[src/rtl/rc4sc_pkg.sv]
// rc4sc_pkg: shared types, codes and constants of the rc4 stream cipher unit
// used by rc4sc_ctrl, rc4sc_datapath and rc4_stream_cipher_unit; no dependencies
`default_nettype none

package rc4sc_pkg;

   localparam int KEY_MAX    = 256;
   localparam int SBOX_DEPTH = 256;
   localparam int BYTE_W     = 8;
   localparam int KEY_CNT_W  = 9;

   localparam logic OP_KEY  = 1'b0;
   localparam logic OP_DATA = 1'b1;

   localparam logic STATUS_OK    = 1'b0;
   localparam logic STATUS_NOKEY = 1'b1;

   typedef struct packed {
      logic              operation;
      logic [BYTE_W-1:0] byte_value;
      logic              is_last;
   } req_word_type;

   typedef struct packed {
      logic [BYTE_W-1:0] cipher_byte;
      logic              end_of_message;
      logic              status;
   } rsp_word_type;

   typedef enum logic [3:0] {
      ST_IDLE,
      ST_INIT,
      ST_KS_READ,
      ST_KS_J,
      ST_KS_WR_N,
      ST_KS_WR_J,
      ST_GEN_J,
      ST_GEN_SWAP,
      ST_GEN_OUT,
      ST_NOKEY
   } state_type;

   typedef enum logic [3:0] {
      DP_NONE,
      DP_KEY_LOAD,
      DP_DATA_LOAD,
      DP_INIT,
      DP_KS_READ,
      DP_KS_J,
      DP_KS_WR_N,
      DP_KS_WR_J,
      DP_GEN_J,
      DP_GEN_SWAP,
      DP_GEN_OUT,
      DP_NOKEY_OUT
   } dp_op_type;

   typedef struct packed {
      dp_op_type op;
   } cmd_type;

   typedef struct packed {
      logic keyed;
      logic ctr_last;
      logic rsp_free;
   } dp_status_type;

endpackage

`default_nettype wire

[src/rtl/rc4sc_ctrl.sv]
// rc4sc_ctrl: sequencer for key loading, key schedule and keystream generation
// depends on rc4sc_pkg; drives the command word of rc4sc_datapath
`default_nettype none

module rc4sc_ctrl (
   input  wire                        clock,
   input  wire                        reset,
   input  wire                        req_valid,
   output logic                       req_ready,
   input  rc4sc_pkg::req_word_type    req_word,
   input  rc4sc_pkg::dp_status_type   status,
   output rc4sc_pkg::cmd_type         cmd
);

   rc4sc_pkg::state_type state_ff;
   rc4sc_pkg::state_type state_in;

   always_ff @(posedge clock) begin
      if (reset) begin
         state_ff <= rc4sc_pkg::ST_IDLE;
      end else begin
         state_ff <= state_in;
      end
   end

   always_comb begin
      state_in = state_ff;
      case (state_ff)
         rc4sc_pkg::ST_IDLE: begin
            if (req_valid) begin
               if (req_word.operation == rc4sc_pkg::OP_KEY) begin
                  if (req_word.is_last) begin
                     state_in = rc4sc_pkg::ST_INIT;
                  end
               end else if (status.keyed) begin
                  state_in = rc4sc_pkg::ST_GEN_J;
               end else begin
                  state_in = rc4sc_pkg::ST_NOKEY;
               end
            end
         end
         rc4sc_pkg::ST_INIT: begin
            if (status.ctr_last) begin
               state_in = rc4sc_pkg::ST_KS_READ;
            end
         end
         rc4sc_pkg::ST_KS_READ:  state_in = rc4sc_pkg::ST_KS_J;
         rc4sc_pkg::ST_KS_J:     state_in = rc4sc_pkg::ST_KS_WR_N;
         rc4sc_pkg::ST_KS_WR_N:  state_in = rc4sc_pkg::ST_KS_WR_J;
         rc4sc_pkg::ST_KS_WR_J: begin
            state_in = status.ctr_last ? rc4sc_pkg::ST_IDLE : rc4sc_pkg::ST_KS_READ;
         end
         rc4sc_pkg::ST_GEN_J:    state_in = rc4sc_pkg::ST_GEN_SWAP;
         rc4sc_pkg::ST_GEN_SWAP: state_in = rc4sc_pkg::ST_GEN_OUT;
         rc4sc_pkg::ST_GEN_OUT: begin
            if (status.rsp_free) begin
               state_in = rc4sc_pkg::ST_IDLE;
            end
         end
         rc4sc_pkg::ST_NOKEY: begin
            if (status.rsp_free) begin
               state_in = rc4sc_pkg::ST_IDLE;
            end
         end
         default: state_in = rc4sc_pkg::ST_IDLE;
      endcase
   end

   always_comb begin
      req_ready = 1'b0;
      cmd.op    = rc4sc_pkg::DP_NONE;
      case (state_ff)
         rc4sc_pkg::ST_IDLE: begin
            req_ready = 1'b1;
            if (req_valid) begin
               cmd.op = (req_word.operation == rc4sc_pkg::OP_KEY) ?
                        rc4sc_pkg::DP_KEY_LOAD : rc4sc_pkg::DP_DATA_LOAD;
            end
         end
         rc4sc_pkg::ST_INIT:     cmd.op = rc4sc_pkg::DP_INIT;
         rc4sc_pkg::ST_KS_READ:  cmd.op = rc4sc_pkg::DP_KS_READ;
         rc4sc_pkg::ST_KS_J:     cmd.op = rc4sc_pkg::DP_KS_J;
         rc4sc_pkg::ST_KS_WR_N:  cmd.op = rc4sc_pkg::DP_KS_WR_N;
         rc4sc_pkg::ST_KS_WR_J:  cmd.op = rc4sc_pkg::DP_KS_WR_J;
         rc4sc_pkg::ST_GEN_J:    cmd.op = rc4sc_pkg::DP_GEN_J;
         rc4sc_pkg::ST_GEN_SWAP: cmd.op = rc4sc_pkg::DP_GEN_SWAP;
         rc4sc_pkg::ST_GEN_OUT:  cmd.op = rc4sc_pkg::DP_GEN_OUT;
         rc4sc_pkg::ST_NOKEY:    cmd.op = rc4sc_pkg::DP_NOKEY_OUT;
         default:                cmd.op = rc4sc_pkg::DP_NONE;
      endcase
   end

endmodule

`default_nettype wire

[src/rtl/rc4sc_datapath.sv]
// rc4sc_datapath: key store, s-box memory, indices and result register
// depends on rc4sc_pkg; steered by the command word from rc4sc_ctrl
`default_nettype none

module rc4sc_datapath (
   input  wire                        clock,
   input  wire                        reset,
   input  rc4sc_pkg::req_word_type    req_word,
   input  rc4sc_pkg::cmd_type         cmd,
   output rc4sc_pkg::dp_status_type   status,
   output logic                       rsp_valid,
   input  wire                        rsp_ready,
   output rc4sc_pkg::rsp_word_type    rsp_word
);

   localparam int BW = rc4sc_pkg::BYTE_W;
   localparam int CW = rc4sc_pkg::KEY_CNT_W;

   logic [BW-1:0] key_mem [rc4sc_pkg::KEY_MAX];
   logic [BW-1:0] sbox_mem [rc4sc_pkg::SBOX_DEPTH];

   logic [BW-1:0] k_rdata_ff;
   logic [BW-1:0] s_rdata_ff;
   logic [BW-1:0] s_raddr;
   logic [BW-1:0] s_waddr;
   logic [BW-1:0] s_wdata;
   logic          s_we;
   logic          key_we;

   logic          keyed_ff, keyed_in;
   logic [CW-1:0] key_count_ff, key_count_in;
   logic [BW-1:0] i_ff, i_in;
   logic [BW-1:0] j_ff, j_in;
   logic [BW-1:0] ctr_ff, ctr_in;
   logic [BW-1:0] kpos_ff, kpos_in;
   logic [BW-1:0] si_ff, si_in;
   logic [BW-1:0] sj_ff, sj_in;
   logic [BW-1:0] t_ff, t_in;
   logic [BW-1:0] byte_ff, byte_in;
   logic          last_ff, last_in;
   logic          rsp_valid_ff, rsp_valid_in;
   rc4sc_pkg::rsp_word_type rsp_word_ff, rsp_word_in;

   logic          rsp_free;
   logic [CW-1:0] len_eff;
   logic [CW-1:0] kpos_inc;
   logic [BW-1:0] ks_byte;

   assign rsp_free        = !rsp_valid_ff || rsp_ready;
   assign len_eff         = (key_count_ff == '0) ? CW'(1) : key_count_ff;
   assign kpos_inc        = {1'b0, kpos_ff} + CW'(1);
   assign status.keyed    = keyed_ff;
   assign status.ctr_last = (ctr_ff == '1);
   assign status.rsp_free = rsp_free;
   assign rsp_valid       = rsp_valid_ff;
   assign rsp_word        = rsp_word_ff;

   // swap forwarding for the final keystream lookup
   always_comb begin
      if (t_ff == j_ff) begin
         ks_byte = si_ff;
      end else if (t_ff == i_ff) begin
         ks_byte = sj_ff;
      end else begin
         ks_byte = s_rdata_ff;
      end
   end

   always_comb begin
      keyed_in     = keyed_ff;
      key_count_in = key_count_ff;
      i_in         = i_ff;
      j_in         = j_ff;
      ctr_in       = ctr_ff;
      kpos_in      = kpos_ff;
      si_in        = si_ff;
      sj_in        = sj_ff;
      t_in         = t_ff;
      byte_in      = byte_ff;
      last_in      = last_ff;
      rsp_word_in  = rsp_word_ff;
      rsp_valid_in = rsp_valid_ff && !rsp_ready;
      key_we       = 1'b0;
      s_we         = 1'b0;
      s_waddr      = ctr_ff;
      s_wdata      = ctr_ff;
      s_raddr      = i_ff + BW'(1);
      case (cmd.op)
         rc4sc_pkg::DP_KEY_LOAD: begin
            keyed_in = 1'b0;
            if (key_count_ff < CW'(rc4sc_pkg::KEY_MAX)) begin
               key_we       = 1'b1;
               key_count_in = key_count_ff + CW'(1);
            end
            if (req_word.is_last) begin
               ctr_in  = '0;
               kpos_in = '0;
               j_in    = '0;
            end
         end
         rc4sc_pkg::DP_DATA_LOAD: begin
            byte_in = req_word.byte_value;
            last_in = req_word.is_last;
            if (keyed_ff) begin
               i_in = i_ff + BW'(1);
               if (req_word.is_last) begin
                  keyed_in     = 1'b0;
                  key_count_in = '0;
               end
            end
         end
         rc4sc_pkg::DP_INIT: begin
            s_we   = 1'b1;
            ctr_in = ctr_ff + BW'(1);
         end
         rc4sc_pkg::DP_KS_READ: begin
            s_raddr = ctr_ff;
         end
         rc4sc_pkg::DP_KS_J: begin
            si_in   = s_rdata_ff;
            j_in    = j_ff + s_rdata_ff + k_rdata_ff;
            s_raddr = j_ff + s_rdata_ff + k_rdata_ff;
         end
         rc4sc_pkg::DP_KS_WR_N: begin
            s_we    = 1'b1;
            s_wdata = s_rdata_ff;
         end
         rc4sc_pkg::DP_KS_WR_J: begin
            s_we    = 1'b1;
            s_waddr = j_ff;
            s_wdata = si_ff;
            ctr_in  = ctr_ff + BW'(1);
            kpos_in = (kpos_inc >= len_eff) ? '0 : kpos_inc[BW-1:0];
            if (ctr_ff == '1) begin
               keyed_in     = 1'b1;
               key_count_in = '0;
               i_in         = '0;
               j_in         = '0;
            end
         end
         rc4sc_pkg::DP_GEN_J: begin
            si_in   = s_rdata_ff;
            j_in    = j_ff + s_rdata_ff;
            s_raddr = j_ff + s_rdata_ff;
         end
         rc4sc_pkg::DP_GEN_SWAP: begin
            s_we    = 1'b1;
            s_waddr = i_ff;
            s_wdata = s_rdata_ff;
            sj_in   = s_rdata_ff;
            s_raddr = si_ff + s_rdata_ff;
            t_in    = si_ff + s_rdata_ff;
         end
         rc4sc_pkg::DP_GEN_OUT: begin
            s_we    = 1'b1;
            s_waddr = j_ff;
            s_wdata = si_ff;
            s_raddr = t_ff;
            if (rsp_free) begin
               rsp_valid_in               = 1'b1;
               rsp_word_in.cipher_byte    = byte_ff ^ ks_byte;
               rsp_word_in.end_of_message = last_ff;
               rsp_word_in.status         = rc4sc_pkg::STATUS_OK;
            end
         end
         rc4sc_pkg::DP_NOKEY_OUT: begin
            if (rsp_free) begin
               rsp_valid_in               = 1'b1;
               rsp_word_in.cipher_byte    = '0;
               rsp_word_in.end_of_message = last_ff;
               rsp_word_in.status         = rc4sc_pkg::STATUS_NOKEY;
            end
         end
         default: begin
         end
      endcase
   end

   always_ff @(posedge clock) begin
      if (key_we) begin
         key_mem[key_count_ff[BW-1:0]] <= req_word.byte_value;
      end
      k_rdata_ff <= key_mem[kpos_ff];
   end

   always_ff @(posedge clock) begin
      if (s_we) begin
         sbox_mem[s_waddr] <= s_wdata;
      end
      s_rdata_ff <= sbox_mem[s_raddr];
   end

   always_ff @(posedge clock) begin
      if (reset) begin
         keyed_ff     <= 1'b0;
         key_count_ff <= '0;
         i_ff         <= '0;
         j_ff         <= '0;
         ctr_ff       <= '0;
         kpos_ff      <= '0;
         rsp_valid_ff <= 1'b0;
      end else begin
         keyed_ff     <= keyed_in;
         key_count_ff <= key_count_in;
         i_ff         <= i_in;
         j_ff         <= j_in;
         ctr_ff       <= ctr_in;
         kpos_ff      <= kpos_in;
         rsp_valid_ff <= rsp_valid_in;
      end
   end

   always_ff @(posedge clock) begin
      si_ff       <= si_in;
      sj_ff       <= sj_in;
      t_ff        <= t_in;
      byte_ff     <= byte_in;
      last_ff     <= last_in;
      rsp_word_ff <= rsp_word_in;
   end

   a_sched_end_keyed: assert property (@(posedge clock) disable iff (reset)
      (cmd.op == rc4sc_pkg::DP_KS_WR_J && ctr_ff == '1)
      |=> (keyed_ff && key_count_ff == '0 && i_ff == '0 && j_ff == '0))
      else $error("key schedule did not leave the generator ready");

   a_gen_hold: assert property (@(posedge clock) disable iff (reset)
      (cmd.op == rc4sc_pkg::DP_GEN_OUT && !rsp_free)
      |=> ($stable(t_ff) && $stable(si_ff) && $stable(byte_ff)))
      else $error("generator operands changed while the result waits");

   a_i_step: assert property (@(posedge clock) disable iff (reset)
      (cmd.op == rc4sc_pkg::DP_DATA_LOAD && keyed_ff)
      |=> (i_ff == $past(i_ff) + BW'(1)))
      else $error("index i did not advance for a keyed data word");

   a_key_count_cap: assert property (@(posedge clock) disable iff (reset)
      (cmd.op == rc4sc_pkg::DP_KEY_LOAD)
      |=> (key_count_ff <= CW'(rc4sc_pkg::KEY_MAX) && !keyed_ff))
      else $error("key load left a bad count or a stale key");

endmodule

`default_nettype wire

[src/rtl/rc4_stream_cipher_unit.sv]
// rc4_stream_cipher_unit: top level of the rc4 stream cipher
// depends on rc4sc_pkg, rc4sc_ctrl and rc4sc_datapath
//
// usage
//   req channel: one word per key byte (operation = key) or data byte
//   (operation = data); is_last marks the final key byte or message byte
//   rsp channel: one word per data byte, none per key byte
//   key byte: taken while idle; the last key byte starts the key schedule,
//   an s-box fill of every entry, then a read, read, write, write swap step
//   per entry, during which req_ready is low
//   keyed data byte: result registered in gen_out, after gen_j and gen_swap,
//   the states of the s-box reads and writes; no new byte is taken until
//   gen_out is left; the s-box memory has one read and one write port
//   data byte before a key: result with status set, registered in the nokey state
//   reset: not keyed, key count and indices cleared, no result pending
//   rsp stall: a new word is still taken while a result waits; the next
//   result holds in its last stage until the output register frees up
`default_nettype none

module rc4_stream_cipher_unit (
   input  wire                      clock,
   input  wire                      reset,
   input  wire                      req_valid,
   output logic                     req_ready,
   input  rc4sc_pkg::req_word_type  req_word,
   output logic                     rsp_valid,
   input  wire                      rsp_ready,
   output rc4sc_pkg::rsp_word_type  rsp_word
);

   rc4sc_pkg::cmd_type       cmd;
   rc4sc_pkg::dp_status_type status;

   rc4sc_ctrl u_ctrl (
      .clock     (clock),
      .reset     (reset),
      .req_valid (req_valid),
      .req_ready (req_ready),
      .req_word  (req_word),
      .status    (status),
      .cmd       (cmd)
   );

   rc4sc_datapath u_datapath (
      .clock     (clock),
      .reset     (reset),
      .req_word  (req_word),
      .cmd       (cmd),
      .status    (status),
      .rsp_valid (rsp_valid),
      .rsp_ready (rsp_ready),
      .rsp_word  (rsp_word)
   );

endmodule

`default_nettype wire
[config.mk]
export PLATFORM = sky130hd
export DESIGN_NAME = rc4_stream_cipher_unit
export DESIGN_NICKNAME = d
export VERILOG_FILES = /design/src/rtl/rc4sc_pkg.sv /design/src/rtl/rc4sc_ctrl.sv /design/src/rtl/rc4sc_datapath.sv /design/src/rtl/rc4_stream_cipher_unit.sv
export SDC_FILE = /design/constraint.sdc
export NUM_CORES = 2
export LEC_CHECK = 0
export BUFFER_PORTS_ARGS = -buffer_cell sky130_fd_sc_hd__buf_2
export CAP_MARGIN = 20
export CORE_AREA = 2 2 690 692
export DETAILED_ROUTE_END_ITERATION = 10
export DIE_AREA = 0 0 692 694
export PLACE_DENSITY = 0.49
export SLEW_MARGIN = 20
export SYNTH_ARGS = -nofsm -noshare
export SYNTH_HDL_FRONTEND = slang
export SYNTH_SLANG_ARGS = --single-unit
[constraint.sdc]
create_clock -name clock -period 10.45 [get_ports clock]
set_clock_uncertainty 0.2 [all_clocks]
set_input_delay 3.135 -clock clock [delete_from_list [all_inputs] [get_ports clock]]
set_output_delay 3.135 -clock clock [all_outputs]
set_load 0.005 [all_outputs]
## Yosys cells after proc, flatten, opt, wreduce, memory -nomap -nowiden

Memories as Yosys holds them, arrays and structs flattened. A register that Yosys moved wholly into a read port is not among the register bits.
Index checks and enable logic that the tools add are counted.

- RAM bits: 4096
- Output and inout port bits: 12
- Bits in registers: 90
- Logic and storage cells: 136
- Memories kept: 2
- Input bits: 14

Memory list:

| memory | words | bits a word | rd ports | clocked after memory_dff | write ports | RTL line | text |
|---|---|---|---|---|---|---|---|
| u_datapath.key_mem | 256 | 8 | 1 | 1 | 1 | rc4sc_datapath.sv:19 | `logic [BW-1:0] key_mem [rc4sc_pkg::KEY_MAX];` |
| u_datapath.sbox_mem | 256 | 8 | 1 | 1 | 1 | rc4sc_datapath.sv:20 | `logic [BW-1:0] sbox_mem [rc4sc_pkg::SBOX_DEPTH];` |

- Bitwise logic cells: 1
- Reductions and logical operators: 27
- $lt $le $gt $ge: 2
- Equal/unequal tests: 34
- Multiplexer cells: 47
- Add/sub/neg operators: 7

Operators by type and width:

| cell | number |
|---|---|
| $pmux W8 S2 | 5 |
| $mux W8 | 6 |
| $mux W9 | 5 |
| $pmux W4 S10 | 1 |
| $pmux W8 S5 | 1 |
| $pmux W4 S9 | 1 |
| $eq A4 B3 Y1 const B | 8 |
| $pmux W8 S4 | 1 |
| $mux W4 | 7 |
| $pmux W9 S3 | 1 |
| $add A8 B8 Y8 | 3 |
| $eq A4 B4 Y1 const B | 6 |
| $mux W10 | 2 |
| $pmux W10 S2 | 1 |
| $add A8 B1 Y8 const B | 2 |
| $eq A4 B2 Y1 const B | 4 |
| $eq A8 B8 Y1 | 2 |
| $mux W1 | 13 |
| $ne A2 B1 Y1 const B | 6 |
| $reduce_or A2 Y1 | 6 |
| $add A8 B1 Y9 const B | 1 |
| $add A9 B1 Y9 const B | 1 |
| $ge A9 B9 Y1 | 1 |
| $logic_not A9 Y1 | 1 |
| other kinds (20) | 33 |

## Logic depth before layout (Yosys ltp)

- Depth after elaboration: 8
- Gate-level depth with buffers: 19
- Mapped depth without buffers: 18

## By module

From an unflattened synthesis, not the netlist that was laid out.

- Cell total of the unflattened synthesis: 9013
- Area total of the unflattened synthesis: 165905.4 µm²

Modules (own cells, without submodules):

| module | area each (µm²) | cells an instance | seq. area each (µm²) | times used |
|---|---|---|---|---|
| rc4sc_datapath | 165525.0 | 8967 | 125470.3 | 1 |
| rc4sc_ctrl | 380.4 | 46 | 80.1 | 1 |

## Worst setup path before layout

OpenSTA, ideal clock, no wires.

- Path type: reg-to-reg
- Start point: reg u_ctrl.state_ff[3]
- End point: mem u_datapath.sbox_mem[0][2] (netlist name) (data pin)
- Path slack: 4201 ps
- Path buffers: 3
- Data required time: 9385 ps
- Setup time: 865 ps
- Cell stages (with the launch flop): 7
- Arrival: 5185 ps
- Clock period less this slack: 6249 ps
- Cells stage by stage: dfxtp_1 -> clkbuf_1 -> or3b_2 -> a21oi_1 -> clkbuf_1 -> clkbuf_1 -> a221o_1

- Word-level cells in the longest chain between the ends: 5
- Elaborated cells between the ends (all ways): 18
- Classes of those cells: 13 x eq/ne; 2 x mux; 3 x reduce/logical

RTL lines:

| what | RTL line | text |
|---|---|---|
| start, declared | rc4sc_ctrl.sv:15 | `rc4sc_pkg::state_type state_ff;` |
| start signal, assigned | rc4sc_ctrl.sv:20 | `state_ff <= rc4sc_pkg::ST_IDLE;` |
| start signal, assigned | rc4sc_ctrl.sv:22 | `state_ff <= state_in;` |
| $eq A4 B4 Y1 (tied with other cells) | rc4sc_ctrl.sv:72 | `case (state_ff)` |
| $pmux W4 S10 * | rc4sc_ctrl.sv:72 |  |
| $eq A4 B3 Y1 / $eq A4 B4 Y1 (equally long branches) | rc4sc_datapath.sv:88 | `case (cmd.op)` |
| $reduce_or A2 Y1 (no line) | -- |  |
| $pmux W8 S2 * | rc4sc_datapath.sv:88 |  |
| via u_datapath.s_wdata[2] | rc4sc_datapath.sv:26 | `logic [BW-1:0] s_wdata;` |
| end, declared | rc4sc_datapath.sv:20 |  |

Mark *: on every way through the listed nets, which the timed path passes. The rest lies on a longest branch.

## Worst setup path after layout

- Start point: reg u_datapath.s_rdata_ff[0] (read register of u_datapath.sbox_mem)
- End point: reg u_datapath.s_rdata_ff[2] (read register of u_datapath.sbox_mem)

- Word-level cells in the longest chain between the ends: 3
- Elaborated cells between the ends (all ways): 4
- Classes of those cells: 3 x add/sub; 1 x mux

RTL lines:

| what | RTL line | text |
|---|---|---|
| start, declared | rc4sc_datapath.sv:23 | `logic [BW-1:0] s_rdata_ff;` |
| $add A8 B8 Y8 | rc4sc_datapath.sv:122, rc4sc_datapath.sv:144 |  |
| $add A8 B8 Y8 | rc4sc_datapath.sv:122 | `s_raddr = j_ff + s_rdata_ff + k_rdata_ff;` |
| $pmux W8 S5 * | rc4sc_datapath.sv:88 |  |

Every way passes the cells marked *; elsewhere a longest branch is shown, timed or not.
A chain may end at the register's enable or synchronous reset.

==> out/results.tsv <==
stage	metric	value	unit
yosys	synthesis.area	0.165	mm^2
timing	post-route-period-util	0.608	
drt	drt-total-wl	452	mm
finish	nets	8328	
cts	root_buffer	clkbuf_16	
power	peakVddDrop	0.000169	V
yosys	synth.area.top_cells	edfxtp_1 (75%), mux4_2 (15%), nor2_1 (1.7%)	
power	p_sw	9.26	mW
timing	hold_viol_final	0	
floorplan	die-area	0.480	mm^2
floorplan	ios	26	
yosys	synth_top_area_share	0.754	
power	p_seq_frac	0.497	
yosys	synth.most_common_cell	edfxtp_1	
yosys	ys.flop_type	edfxtp_1	
setup_path	cp_max_fo	36	
setup_path	crit_family	compound AO/OA/AOI/OAI gates	
setup_path	cp_data_arrival_time	7.01	ns
drt	drt_pass1_iterations	6	
placement	gp_congestion	0.848	
cts	worstSkewPairLatency	1.02	ns
power	clkPwrFrac	0.406	
grt	grt_max_degree	178	
cts	cts_buffer_depth	4	
power	sw_frac_of_total	0.243	
yosys	ys_warn_count	0	
cts	cts_tree	yes	
setup_path	crit_path_end_kind	register	
drt	post_drt_wl_per_cell	30.4	um
grt	antenna_found_initial	13	
grt	grt_pass1_wl	645	mm
setup_path	cp.depth	13	
setup_path	cp_num_buf_inv	1	
timing	max_freq	0.157	GHz
drt	drc	0	
floorplan	die_y	694	um
yosys	synth_edf_count	4139	
timing	finalSetupViolCount	0	
finish	final_core_util	0.395	
power	internal_power	28.9	mW
drt	vias	81308	
yosys	synth.largest_area_cell	edfxtp_1	
cts	cts.sinks	4202	
setup_path	startpoint	u_datapath.s_rdata_ff[0]$_DFF_P_	
placement	hpwlAfterDp	267	mm
power	p_per_area	204	mW/mm^2
setup_path	worst_path_most_repeated_cell	ha_1	
grt	gr-usage-all-layers	0.185	
timing	finalMaxSlewViolations	0	
cts	ctsHoldBuffers	0	
grt	grt-ovfl-total	0	
floorplan	core	0.473	mm^2
cts	htree_levels	5	
timing	tightest_slew	1.14	ns
cts	post_cts_buffers	0	
finish	fill_cells	41917	
yosys	synth.distinct_cells	81	
timing	fin_crit	6.36	ns
yosys	seq_area_frac_synth	0.761	
power	p_total	38.2	mW
power	p_leak	55.9	nW
yosys	synth.avg_cell_area	20.2	um^2
timing	slew_headroom	0.239	
grt	grt_pass1_vias	83010	
setup_path	crit_slowest_cell	a211oi_4	
min_path	hold_class	register to register	
floorplan	die_width	692	um
finish	drive_gt1_frac	0.227	
setup_path	path_cells	ha_1 > fa_1 > xor2_1 > ha_1 > xnor2_1 > a222oi_1 > a31oi_4 > a211oi_4 > buf_4 > a32oi_1 > and4_1 > a31oi_1 > nand4_1	
timing	tns	0	ns
drt	viasPerCell	5.46	
status	status	finished, final reports clean	
setup_path	worstPathRequired	11.10	ns
drt	ant_nets	0	
cts	cts_resized	0	
floorplan	initial_core_util	0.349	
yosys	synth_seq_cells	4202	
setup_path	cp-start-kind	register	
setup_path	r2r-start	u_datapath.s_rdata_ff[0]$_DFF_P_	
setup_path	r2r_slack	4.09	ns
yosys	syn_nets	8200	
job	maxCapViolCount	0	
yosys	synth_common_cells	edfxtp_1 (4139), mux4_2 (1071), nor2_1 (748), nand2_1 (463), clkbuf_1 (285)	
cts	cts_buffers	433	
drt	drt_iter0_drc	8435	
timing	rsz0062_at_grt	false	
setup_path	cp-endpoint	u_datapath.s_rdata_ff[2]$_DFF_P_	
cts	clk_pin_slew_worst_paths	0.06	ns
power	pwr-share-comb	0.097	
setup_path	crit_type	register to register	
setup_path	ff2ff_path_depth	13	
setup_path	r2r_end	u_datapath.s_rdata_ff[2]$_DFF_P_	
floorplan	row_count	253	
yosys	async_flop_share	0	
placement	numPortBuffers	25	
setup_path	critPathMaxStageDelay	0.94	ns
finish	syn_to_final_growth	13.2	%
yosys	syn_inst	8146	
## cells in the final DEF (no fill, tap or decap), types with 37 or more instances in the layout
cell type     n
clkbuf_16   437
dfxtp_1      57
a21oi_1     132
nand3_1     134
nor2_1      738
ha_1         37
mux2i_1     102
edfxtp_1   4139
clkbuf_1     93
nand2_1     450
o221ai_1     48
a32oi_1      78
clkinv_2     71
a22oi_1      65
buf_4       130
mux4_2     1071
o21ai_0      76
bufinv_16    48
clkinv_1     92
## power groups by stage
stage	clock, mW	combinational, mW	sequential [mW]
3_5_place_dp	0	3.74	19.3
5_1_grt	16.4	3.92	19.0
6_report	15.5	3.69	19.0
2_1_floorplan	0	2.10	19.4
3_3_place_gp	0	3.71	19.3
4_1_cts	15.8	3.74	19.0
## stage by stage
stage / instances / setup slack [ns] / hold WS [ns] / area (um^2)
after floorplan: 8146 / 4.20 / 0.200 / 165000
after global placement: 14083 / 3.84 / 0.234 / 172000
after detailed placement: 14083 / 3.79 / 0.236 / 172000
after CTS: 14881 / 4.01 / 0.251 / 187000
after global routing: 14887 / 3.63 / 0.256 / 187000
final: 14889 / 4.09 / 0.252 / 187000
## cell families after synthesis
family,after synthesis,synth area share
compound gates,581,0.0253
xor+xnor,53,0.00290
fa+ha+maj,40,0.00317
buf+inv,522,0.0140
flops,4202,0.761
mux,1183,0.153
simple gates,1565,0.0403
## cell type report
class                      instances  area, um^2  share of cell area
clock inverter                   260        2700              0.0145
multi-input combinational       3422       37300               0.200
antenna                            5        12.5           0.0000670
sequential                      4202      126000               0.673
clock buffer                     538       11400              0.0610
inverter                          36         193             0.00103
tap                             6247        7820              0.0419
timing repair buffer             179        1680             0.00897
## state kept, by name, summed over array words and instances, names as in the netlist
signal                   cells
u_datapath.k_rdata_ff        8
u_datapath.si_ff             8
u_datapath.keyed_ff          1
u_datapath.ctr_ff            8
u_datapath.rsp_word         10
u_datapath.key_count_ff      9
u_datapath.i_ff              8
u_ctrl.state_ff              4
u_datapath.j_ff              8
u_datapath.sbox_mem       2048
u_datapath.byte_ff           8
u_datapath.t_ff              8
u_datapath.last_ff           1
u_datapath.s_rdata_ff        8
u_datapath.rsp_valid         1
u_datapath.key_mem        2048
u_datapath.kpos_ff           8
u_datapath.sj_ff             8
## metal layers
| metal | routed length (um) | global-route usage |
|---|---|---|
| met5 | 13 | 0 |
| met4 | 15500 | 0.0595 |
| met3 | 24300 | 0.0237 |
| met2 | 219000 | 0.305 |
| met1 | 193000 | 0.255 |
## worst min path at each step
stage                                       from                                to  slack, ns  cells past startpoint
floorplan           u_datapath.last_ff$_DFFE_PP_  u_datapath.rsp_word[1]$_DFFE_PP_       0.20                      0
global placement    u_datapath.last_ff$_DFFE_PP_  u_datapath.rsp_word[1]$_DFFE_PP_       0.23                      0
detailed placement  u_datapath.last_ff$_DFFE_PP_  u_datapath.rsp_word[1]$_DFFE_PP_       0.24                      0
CTS                 u_datapath.last_ff$_DFFE_PP_  u_datapath.rsp_word[1]$_DFFE_PP_       0.25                      0
global route        u_datapath.last_ff$_DFFE_PP_  u_datapath.rsp_word[1]$_DFFE_PP_       0.26                      0
finish              u_datapath.last_ff$_DFFE_PP_  u_datapath.rsp_word[1]$_DFFE_PP_       0.25                      0
(Power assumes the default switching activity.)
